File: src/hdl/tlbpt_pkg.sv
// Shared widths, default sizes and control types for the TLB page table translator.
`default_nettype none

package tlbpt_pkg;

   localparam int VA_W        = 16;
   localparam int PA_W        = 16;
   localparam int FRAME_OUT_W = 8;
   localparam int COUNT_W     = 32;

   localparam int TLB_DEPTH_DEFAULT   = 16;
   localparam int PAGE_COUNT_DEFAULT  = 256;
   localparam int FRAME_COUNT_DEFAULT = 256;
   localparam int OFFSET_BITS_DEFAULT = 8;

   typedef struct packed {
      logic clear;
      logic capture;
      logic finish;
   } tlbpt_cmd_type;

   typedef struct packed {
      logic clear_last;
   } tlbpt_status_type;

endpackage

`default_nettype wire

File: src/hdl/tlbpt_if.sv
// Valid/ready channel interfaces for the translator's request and response items.
`default_nettype none

interface tlbpt_req_if;
   import tlbpt_pkg::*;

   logic            valid;
   logic            ready;
   logic [VA_W-1:0] virtual_address;

   modport source (output valid, output virtual_address, input ready);
   modport sink   (input valid, input virtual_address, output ready);
endinterface

interface tlbpt_rsp_if;
   import tlbpt_pkg::*;

   logic                   valid;
   logic                   ready;
   logic [PA_W-1:0]        physical_address;
   logic [FRAME_OUT_W-1:0] frame_index;
   logic                   tlb_hit;
   logic                   page_fault;
   logic                   out_of_frames;
   logic [COUNT_W-1:0]     hit_count;
   logic [COUNT_W-1:0]     fault_count;
   logic [COUNT_W-1:0]     translation_count;

   modport source (output valid, output physical_address, output frame_index,
                   output tlb_hit, output page_fault, output out_of_frames,
                   output hit_count, output fault_count, output translation_count,
                   input ready);
   modport sink   (input valid, input physical_address, input frame_index,
                   input tlb_hit, input page_fault, input out_of_frames,
                   input hit_count, input fault_count, input translation_count,
                   output ready);
endinterface

`default_nettype wire

File: src/hdl/tlbpt_ram.sv
// Generic single-write, single-read RAM with registered read data.
`default_nettype none

module tlbpt_ram #(
   parameter int WIDTH = 8,
   parameter int DEPTH = 256,
   localparam int ADDR_W = $clog2(DEPTH)
) (
   input  wire logic              clock,
   input  wire logic              wr_en,
   input  wire logic [ADDR_W-1:0] wr_addr,
   input  wire logic [WIDTH-1:0]  wr_data,
   input  wire logic              rd_en,
   input  wire logic [ADDR_W-1:0] rd_addr,
   output logic      [WIDTH-1:0]  rd_data
);

   logic [WIDTH-1:0] mem_ff [DEPTH];
   logic [WIDTH-1:0] rd_data_ff;

   always_ff @(posedge clock) begin
      if (wr_en) begin
         mem_ff[wr_addr] <= wr_data;
      end
      if (rd_en) begin
         rd_data_ff <= mem_ff[rd_addr];
      end
   end

   assign rd_data = rd_data_ff;

endmodule

`default_nettype wire

File: src/hdl/tlbpt_ctrl.sv
// Controller state machine: page table clearing, item capture, lookup completion.
`default_nettype none

module tlbpt_ctrl (
   input  wire logic                        clock,
   input  wire logic                        reset,
   input  wire logic                        req_valid,
   output logic                             req_ready,
   output logic                             rsp_valid,
   input  wire logic                        rsp_ready,
   output tlbpt_pkg::tlbpt_cmd_type         cmd,
   input  wire tlbpt_pkg::tlbpt_status_type status
);
   import tlbpt_pkg::*;

   typedef enum logic [2:0] {
      ST_CLEAR  = 3'b001,
      ST_IDLE   = 3'b010,
      ST_LOOKUP = 3'b100
   } state_type;

   state_type state_ff, state_in;
   logic      rsp_valid_ff, rsp_valid_in;

   always_comb begin
      state_in  = state_ff;
      cmd       = '0;
      req_ready = 1'b0;
      unique case (state_ff)
         ST_CLEAR: begin
            cmd.clear = 1'b1;
            if (status.clear_last) begin
               state_in = ST_IDLE;
            end
         end
         ST_IDLE: begin
            req_ready = 1'b1;
            if (req_valid) begin
               cmd.capture = 1'b1;
               state_in    = ST_LOOKUP;
            end
         end
         ST_LOOKUP: begin
            if (!rsp_valid_ff || rsp_ready) begin
               cmd.finish = 1'b1;
               state_in   = ST_IDLE;
            end
         end
         default: begin
            state_in = ST_CLEAR;
         end
      endcase
      rsp_valid_in = cmd.finish | (rsp_valid_ff & ~rsp_ready);
   end

   always_ff @(posedge clock) begin
      if (reset) begin
         state_ff     <= ST_CLEAR;
         rsp_valid_ff <= 1'b0;
      end else begin
         state_ff     <= state_in;
         rsp_valid_ff <= rsp_valid_in;
      end
   end

   assign rsp_valid = rsp_valid_ff;

endmodule

`default_nettype wire

File: src/hdl/tlbpt_datapath.sv
// Datapath: page split, TLB entries, page table RAM, frame allocation and counters.
`default_nettype none

module tlbpt_datapath #(
   parameter int TLB_DEPTH   = tlbpt_pkg::TLB_DEPTH_DEFAULT,
   parameter int PAGE_COUNT  = tlbpt_pkg::PAGE_COUNT_DEFAULT,
   parameter int FRAME_COUNT = tlbpt_pkg::FRAME_COUNT_DEFAULT,
   parameter int OFFSET_BITS = tlbpt_pkg::OFFSET_BITS_DEFAULT
) (
   input  wire logic                                 clock,
   input  wire logic                                 reset,
   input  wire tlbpt_pkg::tlbpt_cmd_type             cmd,
   output tlbpt_pkg::tlbpt_status_type               status,
   input  wire logic [tlbpt_pkg::VA_W-1:0]           req_virtual_address,
   output logic      [tlbpt_pkg::PA_W-1:0]           rsp_physical_address,
   output logic      [tlbpt_pkg::FRAME_OUT_W-1:0]    rsp_frame_index,
   output logic                                      rsp_tlb_hit,
   output logic                                      rsp_page_fault,
   output logic                                      rsp_out_of_frames,
   output logic      [tlbpt_pkg::COUNT_W-1:0]        rsp_hit_count,
   output logic      [tlbpt_pkg::COUNT_W-1:0]        rsp_fault_count,
   output logic      [tlbpt_pkg::COUNT_W-1:0]        rsp_translation_count
);
   import tlbpt_pkg::*;

   localparam int VPN_W     = (VA_W > OFFSET_BITS) ? VA_W - OFFSET_BITS : 1;
   localparam int PAGE_W    = $clog2(PAGE_COUNT);
   localparam int RED_W     = (VPN_W + 1 > PAGE_W) ? VPN_W + 1 : PAGE_W;
   localparam int RED_STEPS = (VPN_W + 1 > PAGE_W) ? VPN_W + 1 - PAGE_W : 0;
   localparam int FRAME_W   = $clog2(FRAME_COUNT);
   localparam int NF_W      = $clog2(FRAME_COUNT + 1);
   localparam int TP_W      = $clog2(TLB_DEPTH);
   localparam int ENTRY_W   = FRAME_W + 1;
   localparam int PHYS_W    = VA_W + FRAME_W;

   function automatic logic [COUNT_W-1:0] sat_inc(input logic [COUNT_W-1:0] value);
      return (value == '1) ? value : value + COUNT_W'(1);
   endfunction

   // The page number is reduced modulo the page count by conditional subtraction.
   logic [VA_W-1:0]   va_shift;
   logic [RED_W-1:0]  red_val;
   logic [PAGE_W-1:0] req_page;

   always_comb begin
      va_shift = req_virtual_address >> OFFSET_BITS;
      red_val  = RED_W'(va_shift[VPN_W-1:0]);
      for (int k = RED_STEPS - 1; k >= 0; k--) begin
         if (red_val >= RED_W'(PAGE_COUNT << k)) begin
            red_val = red_val - RED_W'(PAGE_COUNT << k);
         end
      end
      req_page = red_val[PAGE_W-1:0];
   end

   logic [PAGE_W-1:0]      page_ff;
   logic [OFFSET_BITS-1:0] offset_ff;

   logic [PAGE_W-1:0]  tlb_tag_ff   [TLB_DEPTH];
   logic [FRAME_W-1:0] tlb_frame_ff [TLB_DEPTH];
   logic [TLB_DEPTH-1:0] tlb_valid_ff, tlb_valid_in;
   logic [TP_W-1:0]    tlb_ptr_ff, tlb_ptr_in;
   logic [NF_W-1:0]    next_free_ff, next_free_in;
   logic [COUNT_W-1:0] hit_total_ff, hit_total_in;
   logic [COUNT_W-1:0] fault_total_ff, fault_total_in;
   logic [COUNT_W-1:0] trans_total_ff, trans_total_in;
   logic [PAGE_W-1:0]  clear_addr_ff, clear_addr_in;

   logic               ram_wr_en;
   logic [PAGE_W-1:0]  ram_wr_addr;
   logic [ENTRY_W-1:0] ram_wr_data;
   logic [ENTRY_W-1:0] ram_rd_data;

   tlbpt_ram #(
      .WIDTH (ENTRY_W),
      .DEPTH (PAGE_COUNT)
   ) u_page_table (
      .clock   (clock),
      .wr_en   (ram_wr_en),
      .wr_addr (ram_wr_addr),
      .wr_data (ram_wr_data),
      .rd_en   (cmd.capture),
      .rd_addr (req_page),
      .rd_data (ram_rd_data)
   );

   logic [TLB_DEPTH-1:0] tlb_match;
   logic                 tlb_hit;
   logic [FRAME_W-1:0]   tlb_frame;

   always_comb begin
      tlb_frame = '0;
      for (int i = 0; i < TLB_DEPTH; i++) begin
         tlb_match[i] = tlb_valid_ff[i] && (tlb_tag_ff[i] == page_ff);
         tlb_frame    = tlb_frame | (tlb_match[i] ? tlb_frame_ff[i] : '0);
      end
      tlb_hit = |tlb_match;
   end

   logic               pt_valid;
   logic [FRAME_W-1:0] pt_frame;
   logic               can_alloc;
   logic [FRAME_W-1:0] lk_frame;
   logic               lk_have, lk_fault, lk_full, lk_fill, lk_alloc;
   logic [PA_W-1:0]    lk_phys;

   assign pt_valid  = ram_rd_data[FRAME_W];
   assign pt_frame  = ram_rd_data[FRAME_W-1:0];
   assign can_alloc = next_free_ff < NF_W'(FRAME_COUNT);

   always_comb begin
      lk_frame = '0;
      lk_have  = 1'b0;
      lk_fault = 1'b0;
      lk_full  = 1'b0;
      lk_fill  = 1'b0;
      lk_alloc = 1'b0;
      priority if (tlb_hit) begin
         lk_frame = tlb_frame;
         lk_have  = 1'b1;
      end else if (pt_valid) begin
         lk_frame = pt_frame;
         lk_have  = 1'b1;
         lk_fill  = 1'b1;
      end else if (can_alloc) begin
         lk_frame = next_free_ff[FRAME_W-1:0];
         lk_have  = 1'b1;
         lk_fault = 1'b1;
         lk_fill  = 1'b1;
         lk_alloc = 1'b1;
      end else begin
         lk_full = 1'b1;
      end
      lk_phys = lk_have
              ? PA_W'((PHYS_W'(lk_frame) << OFFSET_BITS) | PHYS_W'(offset_ff))
              : '0;
   end

   always_comb begin
      ram_wr_en   = cmd.clear | (cmd.finish & lk_alloc);
      ram_wr_addr = cmd.clear ? clear_addr_ff : page_ff;
      ram_wr_data = cmd.clear ? '0 : {1'b1, lk_frame};
   end

   always_comb begin
      tlb_valid_in   = tlb_valid_ff;
      tlb_ptr_in     = tlb_ptr_ff;
      next_free_in   = next_free_ff;
      hit_total_in   = hit_total_ff;
      fault_total_in = fault_total_ff;
      trans_total_in = trans_total_ff;
      clear_addr_in  = cmd.clear ? PAGE_W'(clear_addr_ff + 1'b1) : clear_addr_ff;
      if (cmd.finish) begin
         trans_total_in = sat_inc(trans_total_ff);
         if (tlb_hit) begin
            hit_total_in = sat_inc(hit_total_ff);
         end
         if (!tlb_hit && !pt_valid) begin
            fault_total_in = sat_inc(fault_total_ff);
         end
         if (lk_fill) begin
            tlb_valid_in[tlb_ptr_ff] = 1'b1;
            tlb_ptr_in = (tlb_ptr_ff == TP_W'(TLB_DEPTH - 1)) ? '0
                       : TP_W'(tlb_ptr_ff + 1'b1);
         end
         if (lk_alloc) begin
            next_free_in = NF_W'(next_free_ff + 1'b1);
         end
      end
   end

   always_ff @(posedge clock) begin
      if (reset) begin
         tlb_valid_ff   <= '0;
         tlb_ptr_ff     <= '0;
         next_free_ff   <= '0;
         hit_total_ff   <= '0;
         fault_total_ff <= '0;
         trans_total_ff <= '0;
         clear_addr_ff  <= '0;
      end else begin
         tlb_valid_ff   <= tlb_valid_in;
         tlb_ptr_ff     <= tlb_ptr_in;
         next_free_ff   <= next_free_in;
         hit_total_ff   <= hit_total_in;
         fault_total_ff <= fault_total_in;
         trans_total_ff <= trans_total_in;
         clear_addr_ff  <= clear_addr_in;
      end
   end

   logic [PA_W-1:0]        rsp_phys_ff;
   logic [FRAME_OUT_W-1:0] rsp_frame_ff;
   logic                   rsp_hit_ff, rsp_fault_ff, rsp_full_ff;
   logic [COUNT_W-1:0]     rsp_hits_ff, rsp_faults_ff, rsp_trans_ff;

   always_ff @(posedge clock) begin
      if (cmd.capture) begin
         page_ff   <= req_page;
         offset_ff <= req_virtual_address[OFFSET_BITS-1:0];
      end
      if (cmd.finish && lk_fill) begin
         tlb_tag_ff[tlb_ptr_ff]   <= page_ff;
         tlb_frame_ff[tlb_ptr_ff] <= lk_frame;
      end
      if (cmd.finish) begin
         rsp_phys_ff   <= lk_phys;
         rsp_frame_ff  <= FRAME_OUT_W'(lk_frame);
         rsp_hit_ff    <= tlb_hit;
         rsp_fault_ff  <= lk_fault;
         rsp_full_ff   <= lk_full;
         rsp_hits_ff   <= hit_total_in;
         rsp_faults_ff <= fault_total_in;
         rsp_trans_ff  <= trans_total_in;
      end
   end

   assign status.clear_last     = clear_addr_ff == PAGE_W'(PAGE_COUNT - 1);
   assign rsp_physical_address  = rsp_phys_ff;
   assign rsp_frame_index       = rsp_frame_ff;
   assign rsp_tlb_hit           = rsp_hit_ff;
   assign rsp_page_fault        = rsp_fault_ff;
   assign rsp_out_of_frames     = rsp_full_ff;
   assign rsp_hit_count         = rsp_hits_ff;
   assign rsp_fault_count       = rsp_faults_ff;
   assign rsp_translation_count = rsp_trans_ff;

endmodule

`default_nettype wire

File: src/hdl/tlb_page_table_translator.sv
// Top level of the TLB page table translator.
`default_nettype none

// Translates one virtual address per item into a physical frame address through a
// fully associative TLB backed by a demand-paged page table held in RAM. Each item
// passes through a capture step, which captures the address and reads the page table
// entry, then a lookup step, which compares the TLB tags, allocates a frame on a page
// fault and writes the new entry. The single page table RAM port pair sets this split.
// After reset the block clears every page table entry, with req_if.ready low. A
// finished result waits in an output register while the next item is accepted; a
// lookup holds in its lookup step while the previous result has not been taken.
module tlb_page_table_translator #(
   parameter int TLB_DEPTH   = tlbpt_pkg::TLB_DEPTH_DEFAULT,
   parameter int PAGE_COUNT  = tlbpt_pkg::PAGE_COUNT_DEFAULT,
   parameter int FRAME_COUNT = tlbpt_pkg::FRAME_COUNT_DEFAULT,
   parameter int OFFSET_BITS = tlbpt_pkg::OFFSET_BITS_DEFAULT
) (
   input wire logic  clock,
   input wire logic  reset,
   tlbpt_req_if.sink   req_if,
   tlbpt_rsp_if.source rsp_if
);
   import tlbpt_pkg::*;

   tlbpt_cmd_type    cmd;
   tlbpt_status_type status;

   tlbpt_ctrl u_ctrl (
      .clock     (clock),
      .reset     (reset),
      .req_valid (req_if.valid),
      .req_ready (req_if.ready),
      .rsp_valid (rsp_if.valid),
      .rsp_ready (rsp_if.ready),
      .cmd       (cmd),
      .status    (status)
   );

   tlbpt_datapath #(
      .TLB_DEPTH   (TLB_DEPTH),
      .PAGE_COUNT  (PAGE_COUNT),
      .FRAME_COUNT (FRAME_COUNT),
      .OFFSET_BITS (OFFSET_BITS)
   ) u_datapath (
      .clock                 (clock),
      .reset                 (reset),
      .cmd                   (cmd),
      .status                (status),
      .req_virtual_address   (req_if.virtual_address),
      .rsp_physical_address  (rsp_if.physical_address),
      .rsp_frame_index       (rsp_if.frame_index),
      .rsp_tlb_hit           (rsp_if.tlb_hit),
      .rsp_page_fault        (rsp_if.page_fault),
      .rsp_out_of_frames     (rsp_if.out_of_frames),
      .rsp_hit_count         (rsp_if.hit_count),
      .rsp_fault_count       (rsp_if.fault_count),
      .rsp_translation_count (rsp_if.translation_count)
   );

endmodule

`default_nettype wire

File: src/flat_wrapper.sv
// flat-port wrapper written by rule: the top's interface ports become plain ports
module tlb_page_table_translator_flat import tlbpt_pkg::*;
#(
   parameter int TLB_DEPTH   = tlbpt_pkg::TLB_DEPTH_DEFAULT,
   parameter int PAGE_COUNT  = tlbpt_pkg::PAGE_COUNT_DEFAULT,
   parameter int FRAME_COUNT = tlbpt_pkg::FRAME_COUNT_DEFAULT,
   parameter int OFFSET_BITS = tlbpt_pkg::OFFSET_BITS_DEFAULT
)
  (clock, reset, req_if_valid, req_if_virtual_address, req_if_ready, rsp_if_valid, rsp_if_physical_address, rsp_if_frame_index, rsp_if_tlb_hit, rsp_if_page_fault, rsp_if_out_of_frames, rsp_if_hit_count, rsp_if_fault_count, rsp_if_translation_count, rsp_if_ready);
  tlbpt_req_if req_if_i ();
  tlbpt_rsp_if rsp_if_i ();
  input wire logic clock;
  input wire logic reset;
  input wire logic [$bits(req_if_i.valid)-1:0] req_if_valid;
  input wire logic [$bits(req_if_i.virtual_address)-1:0] req_if_virtual_address;
  output wire logic [$bits(req_if_i.ready)-1:0] req_if_ready;
  output wire logic [$bits(rsp_if_i.valid)-1:0] rsp_if_valid;
  output wire logic [$bits(rsp_if_i.physical_address)-1:0] rsp_if_physical_address;
  output wire logic [$bits(rsp_if_i.frame_index)-1:0] rsp_if_frame_index;
  output wire logic [$bits(rsp_if_i.tlb_hit)-1:0] rsp_if_tlb_hit;
  output wire logic [$bits(rsp_if_i.page_fault)-1:0] rsp_if_page_fault;
  output wire logic [$bits(rsp_if_i.out_of_frames)-1:0] rsp_if_out_of_frames;
  output wire logic [$bits(rsp_if_i.hit_count)-1:0] rsp_if_hit_count;
  output wire logic [$bits(rsp_if_i.fault_count)-1:0] rsp_if_fault_count;
  output wire logic [$bits(rsp_if_i.translation_count)-1:0] rsp_if_translation_count;
  input wire logic [$bits(rsp_if_i.ready)-1:0] rsp_if_ready;
  assign req_if_i.valid = req_if_valid;
  assign req_if_i.virtual_address = req_if_virtual_address;
  assign req_if_ready = req_if_i.ready;
  assign rsp_if_valid = rsp_if_i.valid;
  assign rsp_if_physical_address = rsp_if_i.physical_address;
  assign rsp_if_frame_index = rsp_if_i.frame_index;
  assign rsp_if_tlb_hit = rsp_if_i.tlb_hit;
  assign rsp_if_page_fault = rsp_if_i.page_fault;
  assign rsp_if_out_of_frames = rsp_if_i.out_of_frames;
  assign rsp_if_hit_count = rsp_if_i.hit_count;
  assign rsp_if_fault_count = rsp_if_i.fault_count;
  assign rsp_if_translation_count = rsp_if_i.translation_count;
  assign rsp_if_i.ready = rsp_if_ready;
  tlb_page_table_translator #(.TLB_DEPTH(TLB_DEPTH), .PAGE_COUNT(PAGE_COUNT), .FRAME_COUNT(FRAME_COUNT), .OFFSET_BITS(OFFSET_BITS)) u_core (.clock(clock), .reset(reset), .req_if(req_if_i), .rsp_if(rsp_if_i));
endmodule
File: config.mk
export PLATFORM = sky130hd
export DESIGN_NAME = tlb_page_table_translator_flat
export DESIGN_NICKNAME = d
export VERILOG_FILES = /design/src/hdl/tlbpt_pkg.sv /design/src/hdl/tlbpt_if.sv /design/src/hdl/tlbpt_ram.sv /design/src/hdl/tlbpt_ctrl.sv /design/src/hdl/tlbpt_datapath.sv /design/src/hdl/tlb_page_table_translator.sv /design/src/flat_wrapper.sv
export SDC_FILE = /design/constraint.sdc
export NUM_CORES = 2
export LEC_CHECK = 0
export BUFFER_PORTS_ARGS = -buffer_cell sky130_fd_sc_hd__buf_2
export CORE_UTILIZATION = 60
export DETAILED_ROUTE_END_ITERATION = 6
export GPL_TIMING_DRIVEN = 0
export PLACE_DENSITY = 0.76
export REMOVE_ABC_BUFFERS = 1
export SYNTH_ARGS = -nofsm -noshare
export SYNTH_HDL_FRONTEND = slang
export SYNTH_HIERARCHICAL = 1
export SYNTH_SLANG_ARGS = --single-unit
File: constraint.sdc
create_clock -name clock -period 25.1 [get_ports clock]
set_input_delay 3.765 -clock clock [delete_from_list [all_inputs] [get_ports clock]]
set_output_delay 3.765 -clock clock [all_outputs]
set_load 0.01 [all_outputs]
== Yosys cells after proc, flatten, opt, wreduce, memory -nomap -nowiden ==
Memory sizes are Yosys's and may differ from the RTL's. A register that Yosys moved wholly into a read port is not among the register bits.
Cells that the tools add are included.

* Word-level logic and storage cells: 161
* Memory bits (writable): 2560
* Memories: 3
* Register bits after elaboration: 276
* Input port bits: 20

{| class="wikitable"
|+ Memories
! memory !! depth !! bits a word !! rd ports !! clocked after Yosys merged registers in !! write ports !! RTL line !! text
|-
| u_core.u_datapath.u_page_table.mem_ff || 256 || 9 || 1 || 1 || 1 || tlbpt_ram.sv:18 || <nowiki>logic [WIDTH-1:0] mem_ff [DEPTH];</nowiki>
|-
| u_core.u_datapath.tlb_frame_ff || 16 || 8 || 16 || 0 || 1 || tlbpt_datapath.sv:60 || <nowiki>logic [FRAME_W-1:0] tlb_frame_ff [TLB_DEPTH];</nowiki>
|-
| u_core.u_datapath.tlb_tag_ff || 16 || 8 || 16 || 0 || 1 || tlbpt_datapath.sv:59 || <nowiki>logic [PAGE_W-1:0] tlb_tag_ff [TLB_DEPTH];</nowiki>
|}

* $lt $le $gt $ge: 3
* Mux-type cells: 53
* Bitwise logic cells: 22
* Reduce and logical (&&, ||, !) cells: 28
* Eq/ne operators: 27
* $add $sub $neg: 6

{| class="wikitable"
|+ Operators by type and width
! cell !! number
|-
| two-way mux 32 bit || 8
|-
| two-way mux 8 bit || 20
|-
| == test 8 bit || 16
|-
| bitwise OR 8 bit || 15
|-
| adder 32 x 1 -> 32 bit, second input constant || 3
|-
| == test 32 bit, second input constant || 3
|-
| logical AND 1 bit || 19
|-
| two-way mux 1 bit || 18
|-
| OR reduction 17 bit || 1
|-
| bitwise OR 16 bit || 1
|-
| bitwise OR 16 x 8 -> 16 bit || 1
|-
| OR reduction 16 bit || 1
|-
| adder 9 x 1 -> 9 bit, second input constant || 1
|-
| < comparator 9 bit, second input constant || 1
|-
| two-way mux 3 bit || 3
|-
| two-way mux 9 bit || 1
|-
| one-hot mux 3 bit (3 select lines) || 1
|-
| adder 8 x 1 -> 8 bit, second input constant || 1
|-
| == test 8 bit, second input constant || 1
|-
| < comparator 4 x 5 -> 1 bit, second input constant || 1
|-
| adder 4 x 1 -> 4 bit, second input constant || 1
|-
| demux 1 bit (select 4 bit) || 1
|-
| == test 4 bit, second input constant || 1
|-
| greater-or-equal comparator 4 x 1 -> 1 bit, second input constant || 1
|-
| other kinds (13) || 19
|}

== Logic depth before layout (Yosys ltp) ==
An unclocked memory read counts as a cell.

* Word-level depth: 21
* Mapped depth: 16
* Gate-level depth less buffers: 9

== Cells and area by module ==
The synthesis kept the hierarchy.

{| class="wikitable"
|+ Modules (own cells, without submodules)
! module !! cells an instance !! area each (µm²) !! sequential area each (µm²) !! times used
|-
| tlbpt_ram || 4237 || 89368.2 || 69456.6 || 1
|-
| tlbpt_datapath || 1613 || 21747.1 || 14523.9 || 1
|-
| tlbpt_ctrl || 25 || 226.5 || 80.1 || 1
|}

== Least setup slack after synthesis ==
OpenSTA, ideal clock, no wires.

* Path kind: input to register
* From: input rsp_if_ready
* To: memory u_core/u_datapath/tlb_frame_ff[3][0] (netlist bit) (enable)
* Path buffers: 2
* Arrival time: 14.809 ns
* Library setup time: 0.434 ns
* Stages on the path: 6
* Slack: 9.858 ns
* Cells stage by stage: nor2b_1 -> nor3_1 -> clkbuf_1 -> nand4_1 -> buf_2 -> nor4_1

{| class="wikitable"
|+ RTL lines
! what !! RTL line !! text
|-
| start, declared || flat_wrapper.sv:26 || <nowiki>input wire logic [$bits(rsp_if_i.ready)-1:0] rsp_if_ready;</nowiki>
|-
| end, declared || tlbpt_datapath.sv:60 ||
|}

==> results.cfg <==
[finish]
num-fill-cells = 11050
multi_input_area_um2 = 25650
drive_gt1_share_pct = 20.14
fin_util_pct = 68.12
postLayoutCellArea_um2 = 125100
syn_to_final_growth_pct = 12.37
nets = 6153
register_area_um2 = 84060

[yosys]
synth-simple-area-share_pct = 4.900
yosysUniqueCellTypes = 82
async_flop_share_pct = 0
synth-adder-area-share_pct = 0.1011
yosys.area_share.xor_xnor_pct = 1.762
synth_commonest_cells = edfxtp_1 (2,708), mux4_2 (467), nor2_1 (405)
synth_area_leader_cell = edfxtp_1
synth_area_um2 = 111300
synth_top_family_by_area = multiplexers
synth_ff_type = edfxtp_1
synth_edf_count = 2708
avgSynthCellArea_um2 = 18.95
synth_top_area_share_pct = 73.03
yosys_register_bits = 2845
synthMuxAreaShare_pct = 11.98
ys_warn_count = 6
seq_area_frac_synth_pct = 75.50
synthCells = 5875
synth_compound_area_share_pct = 3.999
yosysMostFrequentCell = edfxtp_1
synthTopCellsByArea = edfxtp_1 (73%), mux4_2 (9.4%), dfxtp_1 (2.5%)

[route]
viasPerCell = 6.653
drt_iter0_drc = 7845
drt_pass1_iterations = 5
ant_nets = 0
routed_wl_um = 263900
routedWlPerCell_um = 30.04
drcViolationCount = 0
num_vias = 58450

[floorplan]
rows = 157
die_w_um = 432.8
pin_count = 145
core_area_um2 = 183700
initial_core_util_pct = 60.62
die_h_um = 432.8
die_area_um2 = 187300

[power_and_ir_drop]
ir_drop_mv = 0.07025
combPwrFrac_pct = 3.1
leakagePower_nw = 41.55
pwr-share-seq_pct = 53.9
powerDensity_nw_per_um2 = 75.94
swShare_pct = 19.94
power.switching_w = 0.001894
pwr-share-clk_pct = 43.0
internal_power_w = 0.007608

[grt]
grt_max_degree = 160
grt_pass1_wl_um = 385200
antenna_found_initial = 13
grt_overflow_total = 0
grt_pass1_vias = 58110
grt.total_usage_pct = 28.29

[sta]
max_freq_ghz = 0.1112
finalHoldViolCount = 0
relSlewSlack_pct = 2.927
fin_crit_ns = 8.995
post-route-period-util_pct = 35.84
rsz0062_at_grt = false
worstMarginPinSlew_ns = 1.443
skew_ns = 0.05732
final-setup-viol-count = 0
holdWs_ns = 0.4711
slew_violations = 0

[worst_setup_path]
critPathKind = input port to flip-flop
crit_family = simple AND/OR/NAND/NOR gates
cp_max_fo = 19
worstSetupStartpointType = input port
worstPathArrival_ns = 9.52
critPathMaxStageDelay_ns = 1.23
cpMaxStageDelayCell = nor2_1
path_common_cell = buf_6
worstPathRequired_ns = 25.62
endpoint_kind = flip-flop
path_cells = buf_2 > nor2b_1 > nor3_2 > buf_6 > buf_6 > buf_6 > buf_6 > buf_6 > nand2b_1 > nor2_1 > nand3_1 > nand2_1 > nand4_1 > nor2_1
critPathBufInv = 6

[cts]
htreeDepth = 5
clkSlewWorstSetupHoldPaths_ns = 0.06
cts_tree = done
holdBufCountCts = 0
clk_latency_ns = 0.93
post_cts_buffers = 0
cts_buffers = 293
cts_sinks = 2845
cts_max_path_buffers = 4
clock-root-buffer = clkbuf_16
cts_resized = 0

[placed_design]
place_area_um2 = 116200
gp_congestion = 0.8555
hpwl_um = 163500
numPortBuffers = 144

[job]
maxCapViolations = 0

[min_path]
hp-class = flip-flop to flip-flop

[outcome]
outcome = completed
==> area by class of cell <==
cell class | count | share of cell area (%)
tap | 2464 | 2.464
clock inverter | 119 | 0.8210
sequential | 2845 | 67.18
multi-input combinational | 2687 | 20.50
inverter | 22 | 0.07400
clock buffer | 369 | 6.254
antenna | 4 | 0.008000
timing repair buffer | 275 | 2.693
==> state kept, by name, indices dropped and copies added (netlist names), 32 cells and up <==
signal,flops
u_core/u_datapath/rsp_fault_count,32
u_core/u_datapath/hit_total_ff,32
u_core/u_datapath/u_page_table/mem_ff,2304
u_core/u_datapath/tlb_tag_ff,128
u_core/u_datapath/trans_total_ff,32
u_core/u_datapath/fault_total_ff,32
u_core/u_datapath/rsp_hit_count,32
u_core/u_datapath/tlb_frame_ff,128
u_core/u_datapath/rsp_translation_count,32
==> final timing paths <==
kind              slack, ns                                             to  cells after the start                               from
setup / recovery      16.11  u_core/u_datapath/u_page_table/mem_ff[203][5]                     14                       rsp_if_ready
hold / removal         0.47              u_core/u_datapath/tlb_valid_ff[3]                      1  u_core/u_datapath/tlb_valid_ff[3]
setup reg to reg      18.17  u_core/u_datapath/u_page_table/mem_ff[203][5]                     11       u_core/u_datapath/page_ff[1]
hold reg to reg        0.47              u_core/u_datapath/tlb_valid_ff[3]                      1  u_core/u_datapath/tlb_valid_ff[3]
==> stage by stage <==
stage / total power (W) / instances / TNS (ns) / setup WS (ns)
2_1_floorplan: 0.005357 / 5554 / 0 / 6.674
3_3_place_gp: 0.005611 / 8162 / -15.04 / -1.796
3_5_place_dp: 0.005514 / 8293 / 0 / 15.24
4_1_cts: 0.009543 / 8781 / 0 / 16.22
5_1_grt: 0.009734 / 8783 / 0 / 15.90
6_report: 0.009502 / 8785 / 0 / 16.11
==> kinds of logic (layout without fill, tap and decap cells) <==
family                     Yosys count  after routing
DFF                               2845           2845
adders and majority gates            9              9
buffers and inverters              343            785
AOI/OAI and AO/OA                  639            639
xor gates and xnor gates           224            224
and+or+nand+nor                   1089           1089
muxes                              726            726
other                                0              4
==> power groups by stage <==
stage	Clock (W)	Sequential [W]	Combinational, W
floorplan	0	0.00522	0.000133
global placement	0	0.00522	0.000387
detailed placement	0	0.00522	0.000290
CTS	0.00413	0.00512	0.000292
global route	0.00431	0.00512	0.000305
finish	0.00408	0.00512	0.000296
==> cells in the final DEF (no fill, tap or decap), types with 41 or more instances in the layout <==
| master | n |
|---|---|
| a21oi_1 | 126 |
| a22oi_1 | 212 |
| and2_1 | 73 |
| buf_12 | 44 |
| buf_16 | 44 |
| buf_2 | 139 |
| clkbuf_1 | 62 |
| clkbuf_16 | 299 |
| clkinv_1 | 50 |
| clkinv_2 | 41 |
| dfxtp_1 | 137 |
| edfxtp_1 | 2708 |
| mux2_2 | 66 |
| mux2i_1 | 181 |
| mux4_2 | 467 |
| nand2_1 | 142 |
| nand3_1 | 104 |
| nand4_1 | 64 |
| nor2_1 | 402 |
| nor2b_1 | 65 |
| nor3_1 | 47 |
| o21ai_0 | 41 |
| o22ai_1 | 65 |
| xnor2_1 | 162 |
| xor2_1 | 62 |
==> routing by layer <==
| metal | wire length (um) | share of wire, % | vias up | GRT usage (%) |
|---|---|---|---|---|
| met3 | 27800 | 11 | 618 | 5.650 |
| met4 | 10490 | 4.0 | 16 | 10.71 |
| met5 | 119 | 0.045 | - | 0 |
| li1 | - | - | 24300 | - |
| met1 | 98630 | 37 | 29900 | 39.32 |
| met2 | 126900 | 48 | 3615 | 44.76 |
Note: power is estimated with default switching activity, not from simulation.
